===== config.mk =====
export PLATFORM = sky130hd
export DESIGN_NAME = mod_prime_exponentiation
export DESIGN_NICKNAME = d
export VERILOG_FILES = /design/src/sv/mpe_pkg.sv /design/src/sv/mpe_reduce.sv /design/src/sv/mpe_mulmod.sv /design/src/sv/mod_prime_exponentiation.sv
export SDC_FILE = /design/constraint.sdc
export NUM_CORES = 2
export LEC_CHECK = 0
export BUFFER_PORTS_ARGS = -buffer_cell sky130_fd_sc_hd__buf_2
export CAP_MARGIN = 20
export CORE_AREA = 2 2 382 384
export CTS_BUF_LIST = sky130_fd_sc_hd__clkbuf_8 sky130_fd_sc_hd__clkbuf_16
export CTS_CLUSTER_DIAMETER = 120
export DETAILED_ROUTE_END_ITERATION = 8
export DIE_AREA = 0 0 384 386
export PLACE_DENSITY = 0.69
export SKIP_CTS_REPAIR_TIMING = 1
export SLEW_MARGIN = 20
export SYNTH_ARGS = -nofsm -noshare
export SYNTH_HDL_FRONTEND = slang
export SYNTH_SLANG_ARGS = --single-unit

===== constraint.sdc =====
create_clock -name aclk -period 17.1 [get_ports aclk]
set_input_delay 0.855 -clock aclk [delete_from_list [all_inputs] [get_ports aclk]]
set_output_delay 0.855 -clock aclk [all_outputs]
set_load 0.02 [all_outputs]

===== src/sv/mpe_pkg.sv =====
// Shared types and constants for the modular exponentiation block.
package mpe_pkg;

    localparam int unsigned RES_W = 30;
    localparam logic [RES_W-1:0] MOD_P = 30'd998244353;
    localparam logic [31:0] MOD_P32 = 32'd998244353;
    localparam logic [31:0] MOD_2P32 = 32'd1996488706;
    localparam logic [31:0] MOD_3P32 = 32'd2994733059;
    localparam logic [31:0] MOD_4P32 = 32'd3992977412;
    // 2^32 mod MOD_P, weight of the high half of the base magnitude
    localparam logic [RES_W-1:0] FOLD_C = 30'd301989884;
    localparam logic [63:0] MU_FULL = 64'h1000_0000_0000_0000 / 64'd998244353;
    localparam logic [30:0] BARRETT_MU = MU_FULL[30:0];

    typedef enum logic [1:0] {
        DEST_ACC,
        DEST_SQ,
        DEST_BASE
    } dest_t;

    typedef struct packed {
        logic  valid;
        dest_t dest;
    } mm_ctl_t;

    typedef enum logic [2:0] {
        S_IDLE,
        S_REDUCE,
        S_MUL,
        S_SQ,
        S_WAIT,
        S_DONE
    } state_t;

endpackage


===== src/sv/mpe_reduce.sv =====
// Base reduction into 0..MOD_P-1: split at bit 32, high half folded through the multiplier.
module mpe_reduce (
    input  logic                      aclk,
    input  logic                      aresetn,
    input  logic                      start,
    input  logic signed [63:0]        raw,
    output logic                      fold_req,
    output logic [mpe_pkg::RES_W-1:0] fold_op,
    input  logic                      fold_valid,
    input  logic [mpe_pkg::RES_W-1:0] fold_res,
    output logic                      done,
    output logic [mpe_pkg::RES_W-1:0] residue
);
    import mpe_pkg::*;

    logic [63:0]      mag_reg;
    logic             neg_reg;
    logic             split_reg;
    logic             req_reg;
    logic [RES_W-1:0] hi_reg;
    logic [RES_W-1:0] lo_reg;
    logic             sum_vld_reg;
    logic [RES_W-1:0] sum_reg;
    logic [RES_W-1:0] sum_next;
    logic             done_reg;
    logic [RES_W-1:0] residue_reg;
    logic [63:0]      raw_u;
    logic [RES_W:0]   add_c;
    logic [RES_W:0]   add_sub_c;

    function automatic logic [RES_W-1:0] mod32(input logic [31:0] x);
        logic [31:0] r;
        if (x >= MOD_4P32) begin
            r = x - MOD_4P32;
        end else if (x >= MOD_3P32) begin
            r = x - MOD_3P32;
        end else if (x >= MOD_2P32) begin
            r = x - MOD_2P32;
        end else if (x >= MOD_P32) begin
            r = x - MOD_P32;
        end else begin
            r = x;
        end
        return r[RES_W-1:0];
    endfunction

    assign raw_u     = raw;
    assign add_c     = {1'b0, fold_res} + {1'b0, lo_reg};
    assign add_sub_c = add_c - {1'b0, MOD_P};
    assign sum_next  = (add_c >= {1'b0, MOD_P}) ? add_sub_c[RES_W-1:0] : add_c[RES_W-1:0];

    always_ff @(posedge aclk) begin
        if (!aresetn) begin
            split_reg   <= 1'b0;
            req_reg     <= 1'b0;
            sum_vld_reg <= 1'b0;
            done_reg    <= 1'b0;
        end else begin
            split_reg   <= start;
            req_reg     <= split_reg;
            sum_vld_reg <= fold_valid;
            done_reg    <= sum_vld_reg;
        end
    end

    always_ff @(posedge aclk) begin
        if (start) begin
            mag_reg <= raw_u[63] ? (~raw_u + 64'd1) : raw_u;
            neg_reg <= raw_u[63];
        end
        if (split_reg) begin
            hi_reg <= mod32(mag_reg[63:32]);
            lo_reg <= mod32(mag_reg[31:0]);
        end
        if (fold_valid) begin
            sum_reg <= sum_next;
        end
        if (sum_vld_reg) begin
            residue_reg <= (neg_reg && (sum_reg != '0)) ? (MOD_P - sum_reg) : sum_reg;
        end
    end

    assign fold_req = req_reg;
    assign fold_op  = hi_reg;
    assign done     = done_reg;
    assign residue  = residue_reg;

endmodule


===== src/sv/mpe_mulmod.sv =====
// Pipelined Barrett modular multiplier, one operation issued per cycle.
module mpe_mulmod (
    input  logic                      aclk,
    input  logic                      aresetn,
    input  mpe_pkg::mm_ctl_t          req,
    input  logic [mpe_pkg::RES_W-1:0] op_a,
    input  logic [mpe_pkg::RES_W-1:0] op_b,
    output mpe_pkg::mm_ctl_t          rsp,
    output logic [mpe_pkg::RES_W-1:0] result
);
    import mpe_pkg::*;

    mm_ctl_t          ctl1_reg, ctl2_reg, ctl3_reg, ctl4_reg, ctl5_reg;
    logic [59:0]      prod1_reg;
    logic [31:0]      prod2_reg, prod3_reg;
    logic [61:0]      bm_reg;
    logic [31:0]      qp_reg;
    logic [31:0]      diff_reg;
    logic [RES_W-1:0] res_reg;
    logic [59:0]      prod_c;
    logic [61:0]      bm_c;
    logic [61:0]      qp_c;
    logic [31:0]      corr_c;

    assign prod_c = {30'd0, op_a} * {30'd0, op_b};
    assign bm_c   = {31'd0, prod1_reg[59:29]} * {31'd0, BARRETT_MU};
    assign qp_c   = {31'd0, bm_reg[61:31]} * {31'd0, MOD_P32[30:0]};

    always_comb begin
        if (diff_reg >= MOD_2P32) begin
            corr_c = diff_reg - MOD_2P32;
        end else if (diff_reg >= MOD_P32) begin
            corr_c = diff_reg - MOD_P32;
        end else begin
            corr_c = diff_reg;
        end
    end

    always_ff @(posedge aclk) begin
        if (!aresetn) begin
            ctl1_reg <= '0;
            ctl2_reg <= '0;
            ctl3_reg <= '0;
            ctl4_reg <= '0;
            ctl5_reg <= '0;
        end else begin
            ctl1_reg <= req;
            ctl2_reg <= ctl1_reg;
            ctl3_reg <= ctl2_reg;
            ctl4_reg <= ctl3_reg;
            ctl5_reg <= ctl4_reg;
        end
    end

    always_ff @(posedge aclk) begin
        prod1_reg <= prod_c;
        bm_reg    <= bm_c;
        prod2_reg <= prod1_reg[31:0];
        qp_reg    <= qp_c[31:0];
        prod3_reg <= prod2_reg;
        diff_reg  <= prod3_reg - qp_reg;
        res_reg   <= corr_c[RES_W-1:0];
    end

    assign rsp    = ctl5_reg;
    assign result = res_reg;

endmodule


===== src/sv/mod_prime_exponentiation.sv =====
// Top level: base^|exponent| mod 998244353 by right-to-left square-and-multiply.
//
// Input channel s_*: a signed 64-bit base and signed 64-bit exponent move in one
// transfer when s_valid and s_ready are both high. Output channel m_*: one
// 30-bit residue per input transfer, held in an output register until m_ready.
// The block works on one item at a time; s_ready is high only while idle.
// All modular products go through one shared 5-stage Barrett multiplier.
// An item first passes the base reduction (split at bit 32, one fold through
// the multiplier, add and sign fix) and the hand-off; each of the up to 64 bits
// of |exponent| then takes a multiply when the bit is set and a square issued
// back to back, then the wait for the square. s_ready returns in the same cycle
// as m_valid is set. The next item is taken while a result still waits in the
// output register; a stalled receiver blocks the input once a second result is
// ready. Reset is synchronous, active low, and clears the sequencer and valid
// flags; no state carries between items.
module mod_prime_exponentiation (
    input  logic                      aclk,
    input  logic                      aresetn,
    input  logic                      s_valid,
    output logic                      s_ready,
    input  logic signed [63:0]        s_base_value,
    input  logic signed [63:0]        s_exponent,
    output logic                      m_valid,
    input  logic                      m_ready,
    output logic [mpe_pkg::RES_W-1:0] m_power_residue
);
    import mpe_pkg::*;

    state_t           state_reg, state_next;
    logic [63:0]      e_reg;
    logic [RES_W-1:0] acc_reg;
    logic [RES_W-1:0] sq_reg;
    logic             m_valid_reg;
    logic [RES_W-1:0] m_res_reg;
    logic             s_xfer;
    logic             out_free;
    logic [63:0]      exp_u;
    logic             red_done;
    logic [RES_W-1:0] red_residue;
    logic             red_fold_req;
    logic [RES_W-1:0] red_fold_op;
    logic             red_fold_valid;
    mm_ctl_t          mm_req;
    mm_ctl_t          mm_rsp;
    logic [RES_W-1:0] mm_a, mm_b;
    logic [RES_W-1:0] mm_res;
    logic             finish;

    assign exp_u          = s_exponent;
    assign s_xfer         = s_valid && s_ready;
    assign out_free       = !m_valid_reg || m_ready;
    assign red_fold_valid = mm_rsp.valid && (mm_rsp.dest == DEST_BASE);

    mpe_reduce u_reduce (
        .aclk       (aclk),
        .aresetn    (aresetn),
        .start      (s_xfer),
        .raw        (s_base_value),
        .fold_req   (red_fold_req),
        .fold_op    (red_fold_op),
        .fold_valid (red_fold_valid),
        .fold_res   (mm_res),
        .done       (red_done),
        .residue    (red_residue)
    );

    mpe_mulmod u_mulmod (
        .aclk    (aclk),
        .aresetn (aresetn),
        .req     (mm_req),
        .op_a    (mm_a),
        .op_b    (mm_b),
        .rsp     (mm_rsp),
        .result  (mm_res)
    );

    always_comb begin
        state_next = state_reg;
        case (state_reg)
            S_IDLE: begin
                if (s_valid) begin
                    state_next = S_REDUCE;
                end
            end
            S_REDUCE: begin
                if (red_done) begin
                    state_next = (e_reg == '0) ? S_DONE : S_MUL;
                end
            end
            S_MUL: begin
                state_next = S_SQ;
            end
            S_SQ: begin
                state_next = S_WAIT;
            end
            S_WAIT: begin
                if (mm_rsp.valid && (mm_rsp.dest == DEST_SQ)) begin
                    state_next = (e_reg[63:1] == '0) ? S_DONE : S_MUL;
                end
            end
            S_DONE: begin
                if (out_free) begin
                    state_next = S_IDLE;
                end
            end
            default: begin
                state_next = S_IDLE;
            end
        endcase
    end

    always_comb begin
        s_ready = 1'b0;
        mm_req  = '0;
        mm_a    = acc_reg;
        mm_b    = sq_reg;
        finish  = 1'b0;
        case (state_reg)
            S_IDLE: begin
                s_ready = 1'b1;
            end
            S_REDUCE: begin
                mm_req.valid = red_fold_req;
                mm_req.dest  = DEST_BASE;
                mm_a         = red_fold_op;
                mm_b         = FOLD_C;
            end
            S_MUL: begin
                mm_req.valid = e_reg[0];
                mm_req.dest  = DEST_ACC;
            end
            S_SQ: begin
                mm_req.valid = 1'b1;
                mm_req.dest  = DEST_SQ;
                mm_a         = sq_reg;
            end
            S_DONE: begin
                finish = out_free;
            end
            default: begin
            end
        endcase
    end

    always_ff @(posedge aclk) begin
        if (!aresetn) begin
            state_reg   <= S_IDLE;
            m_valid_reg <= 1'b0;
        end else begin
            state_reg <= state_next;
            if (finish) begin
                m_valid_reg <= 1'b1;
            end else if (m_ready) begin
                m_valid_reg <= 1'b0;
            end
        end
    end

    always_ff @(posedge aclk) begin
        if (s_xfer) begin
            e_reg   <= exp_u[63] ? (~exp_u + 64'd1) : exp_u;
            acc_reg <= {{(RES_W-1){1'b0}}, 1'b1};
        end else begin
            if (mm_rsp.valid && (mm_rsp.dest == DEST_ACC)) begin
                acc_reg <= mm_res;
            end
            if (mm_rsp.valid && (mm_rsp.dest == DEST_SQ)) begin
                e_reg <= {1'b0, e_reg[63:1]};
            end
        end
        if (state_reg == S_REDUCE && red_done) begin
            sq_reg <= red_residue;
        end else if (mm_rsp.valid && (mm_rsp.dest == DEST_SQ)) begin
            sq_reg <= mm_res;
        end
        if (finish) begin
            m_res_reg <= acc_reg;
        end
    end

    assign m_valid         = m_valid_reg;
    assign m_power_residue = m_res_reg;

endmodule


==> metrics.md <==
| Metric | Value |
|---|---|
| Mean post-synth cell area | `9.514 um2` |
| Prevailing post-synth register cell | `sky130_fd_sc_hd__edfxtp_1` |
| Clock transition at the registers of the reported paths | `70 ps` |
| Crit-path max cell delay | `760 ps` |
| Syn Nets | `9,473` |
| Number of storage elements in the synthesis netlist | `611` |
| IO Port Bufs | `163` |
| I/O pin total | `164` |
| Most frequent standard cell in the layout excluding fill and tap cells | `sky130_fd_sc_hd__inv_1` |
| TritonCTS buffer count | `68` |
| Pin count of the biggest net entering global routing | `128` |
| Count of TritonRoute iterations in the first routing pass | `6` |
| Hold WC Path Type | `flip-flop to flip-flop` |
| Transition time at the pin with the least slew margin | `1164 ps` |
| CTS tree | `yes` |
| Top cell type's share of synthesized area | `0.2934` |
| Die extent in x | `384 um` |
| EDFF count, synth | `309` |
| Worst hold slack across all endpoints | `320.8 ps` |
| Number of maximum-capacitance constraint violations | `0` |
| Termination of the worst setup path | `u_mulmod.prod1_reg[58]` |
| Clock period minus worst slack | `11,380 ps` |
| Leading area contributor after synthesis | `sky130_fd_sc_hd__fa_1` |
| Worst Setup Path Type | `flip-flop to flip-flop` |
| Kind of start point of the critical path | `flip-flop` |
| Hold path startpoint | `u_mulmod.prod1_reg[12]` |
| Final nets | `9,560` |
| Proportion of layout cells with a drive suffix above 1 | `0.06588` |
| Antenna violations before repair | `11` |
| Relative max-transition margin | `0.2204` |
| Setup crit end kind | `flip-flop` |
| Number of remaining DRC errors | `0` |
| Crit path setup slack, layout | `5720 ps` |
| Most Frequent Cell on Critical Path | `sky130_fd_sc_hd__fa_1` |
| Reg-to-reg setup timing slack | `5720 ps` |
| ANT nets after route | `0` |
| Share of the clock period used by the worst path after layout | `0.6655` |
| Largest delay share family, worst path | `adder cells` |
| Post-Syn Instances | `7,524` |
| Synthesized cell area | `71,580 um2` |
| Post-route clock skew | `25.49 ps` |
| Reg-to-Reg Start | `state_reg[0]` |
| Crit. path cell count | `31` |
| Part of the Yosys area used for sequential elements | `0.2141` |
| Status | `completed` |
| Final total negative setup slack | `0 ps` |
| Number of warnings printed during yosys synthesis | `0` |
| Count of cells along the worst hold path | `0` |
| Max stage delay cell, worst path | `sky130_fd_sc_hd__o41ai_1` |
| Clock Tree Buf Depth | `3` |
| Distinct cell type count after synthesis | `88` |
| Die Height | `386 um` |
| Number of buffer and inverter stages on the critical path | `6` |
| GRT overflow | `0` |
| Overall track demand over capacity in global routing | `0.3116` |
| Required time of the critical path | `17,580 ps` |
| Data arrival at the endpoint of the critical path | `11,860 ps` |
| Pre-CTS setup slack | `5774 ps` |
| Average wire length per cell after detail routing | `23.90 um` |
| Half-perimeter wire length after detailed placement | `186.3 mm` |
| Proportion of synthesized flip-flops having asynchronous set or reset | `0` |
| Largest cells by area after synthesis | `sky130_fd_sc_hd__fa_1 29%, sky130_fd_sc_hd__ha_1 13%, sky130_fd_sc_hd__edfxtp_1 13%` |
| Post-synthesis to final-layout area growth | `7.560%` |
| Number of violations reported at the end of detailed-routing iteration 0 | `5,253` |
| Worst setup path startpoint | `state_reg[0]` |
| Sink Count | `611` |
| Critical path peak fanout | `52` |
| Area of the die | `148,200 um2` |
| Row cnt | `140` |
| RSZ-0062 raised after global routing | `no` |
| Vias | `54,740` |
| Area of the core | `144,500 um2` |
| Final hold violation count | `0` |
| Placer Congestion | `1.034` |
| Clock Tree Root | `sky130_fd_sc_hd__clkbuf_16` |
| Highest clock frequency the design can meet | `87.88 MHz` |
| Final routed wirelength across all metal layers | `229.3 mm` |
| Clock insertion delay at the later pin of the skew report | `620 ps` |
| Length in cells of the worst reg-to-reg path | `31` |
| Number of H-tree levels | `3` |
| Wire length of the first global-routing pass | `345.3 mm` |
| Final Max Tran Viols | `0` |
| Final Setup Violations | `0` |
| Effective utilization at floorplan | `0.4953` |
| RR Endpoint | `u_mulmod.prod1_reg[58]` |
| Vias in the first global route | `55,680` |
| Commonest cells after routing, fill and taps aside | `1,359 x sky130_fd_sc_hd__inv_1, 1,049 x sky130_fd_sc_hd__fa_1, 768 x sky130_fd_sc_hd__ha_1, 750 x sky130_fd_sc_hd__nor2_1, 681 x sky130_fd_sc_hd__nand2_1` |
| Post-detailed-route via-to-cell ratio | `5.708` |
## Yosys cell counts (42+ instances only)
cell type / count
sky130_fd_sc_hd__nor4_1: 64
sky130_fd_sc_hd__a21o_1: 107
sky130_fd_sc_hd__nand4_1: 45
sky130_fd_sc_hd__and2_1: 61
sky130_fd_sc_hd__nand2b_1: 71
sky130_fd_sc_hd__ha_1: 768
sky130_fd_sc_hd__o31ai_1: 42
sky130_fd_sc_hd__nor2_1: 758
sky130_fd_sc_hd__o21ai_0: 260
sky130_fd_sc_hd__clkbuf_1: 232
sky130_fd_sc_hd__dfxtp_1: 302
sky130_fd_sc_hd__o21a_1: 44
sky130_fd_sc_hd__nand2_1: 683
sky130_fd_sc_hd__xor2_1: 167
sky130_fd_sc_hd__nor3_1: 75
sky130_fd_sc_hd__edfxtp_1: 309
sky130_fd_sc_hd__a21oi_1: 224
sky130_fd_sc_hd__fa_1: 1049
sky130_fd_sc_hd__nand3_1: 76
sky130_fd_sc_hd__inv_1: 1351
sky130_fd_sc_hd__xnor2_1: 224
## cell type report
type | count | area, um2
Clock inverter | 51 | 470.5
Timing Repair Buffer | 271 | 1634
Sequential cell | 611 | 15330
Clock buffer | 73 | 1770
Multi-Input combinational cell | 5308 | 50300
Antenna cell | 9 | 22.52
Tap cell | 1917 | 2399
Inverter | 1351 | 5072
Fill cell | 13110 | 67520
## worst reg2reg max path: cells and delay by family, from the launching register on
kind                     cells  cell delay (ps)
adder cells (fa/ha/maj)      9             4690
AO/OA/AOI/OAI               10             3140
AND/OR/NAND/NOR              6             1710
buffers and inverters        6             1150
flip-flops                   1              570
## metal layers
| metal | routed length (um) | track usage | vias up | share of wire |
|---|---|---|---|---|
| li1 | - | - | 24430 | - |
| met1 | 95340 | 0.4292 | 27340 | 0.42 |
| met2 | 101100 | 0.4781 | 2487 | 0.44 |
| met3 | 19890 | 0.05501 | 479 | 0.087 |
| met4 | 12970 | 0.1462 | 2 | 0.057 |
| met5 | 12 | 0 | - | 0.000052 |
## worst min path at each step
| stage | slack, ps | endpoint |
|---|---|---|
| 2_1_floorplan | 310 | u_mulmod.prod2_reg[0] |
| 3_3_place_gp | 310 | u_mulmod.prod3_reg[29] |
| 3_5_place_dp | 310 | u_mulmod.prod3_reg[26] |
| 4_1_cts | 320 | u_mulmod.prod3_reg[13] |
| 5_1_grt | 330 | u_mulmod.prod3_reg[0] |
| 6_report | 320 | u_mulmod.prod2_reg[12] |
## logic make-up after synthesis
group                    count (synthesis)  synth area share
XOR/XNOR                               391           0.04784
multiplexers                            50          0.007551
adder cells (fa/ha/maj)               1817            0.4276
buffers and inverters                 1605           0.08430
AND/OR/NAND/NOR                       2068            0.1313
AO/OA/AOI/OAI                          982           0.08734
flip-flops                             611            0.2141
## per-stage QoR
step / instances / instance area (um2) / util
finish: 9591 / 76990 / 0.5328
global route: 9591 / 76990 / 0.5328
CTS: 9581 / 76950 / 0.5325
detailed placement: 9457 / 74710 / 0.5170
global placement: 9457 / 74710 / 0.5170
floorplan: 7524 / 71580 / -
Power is not shown: default switching activity piles up to over one toggle a cycle in this logic, so the estimate is an artifact.
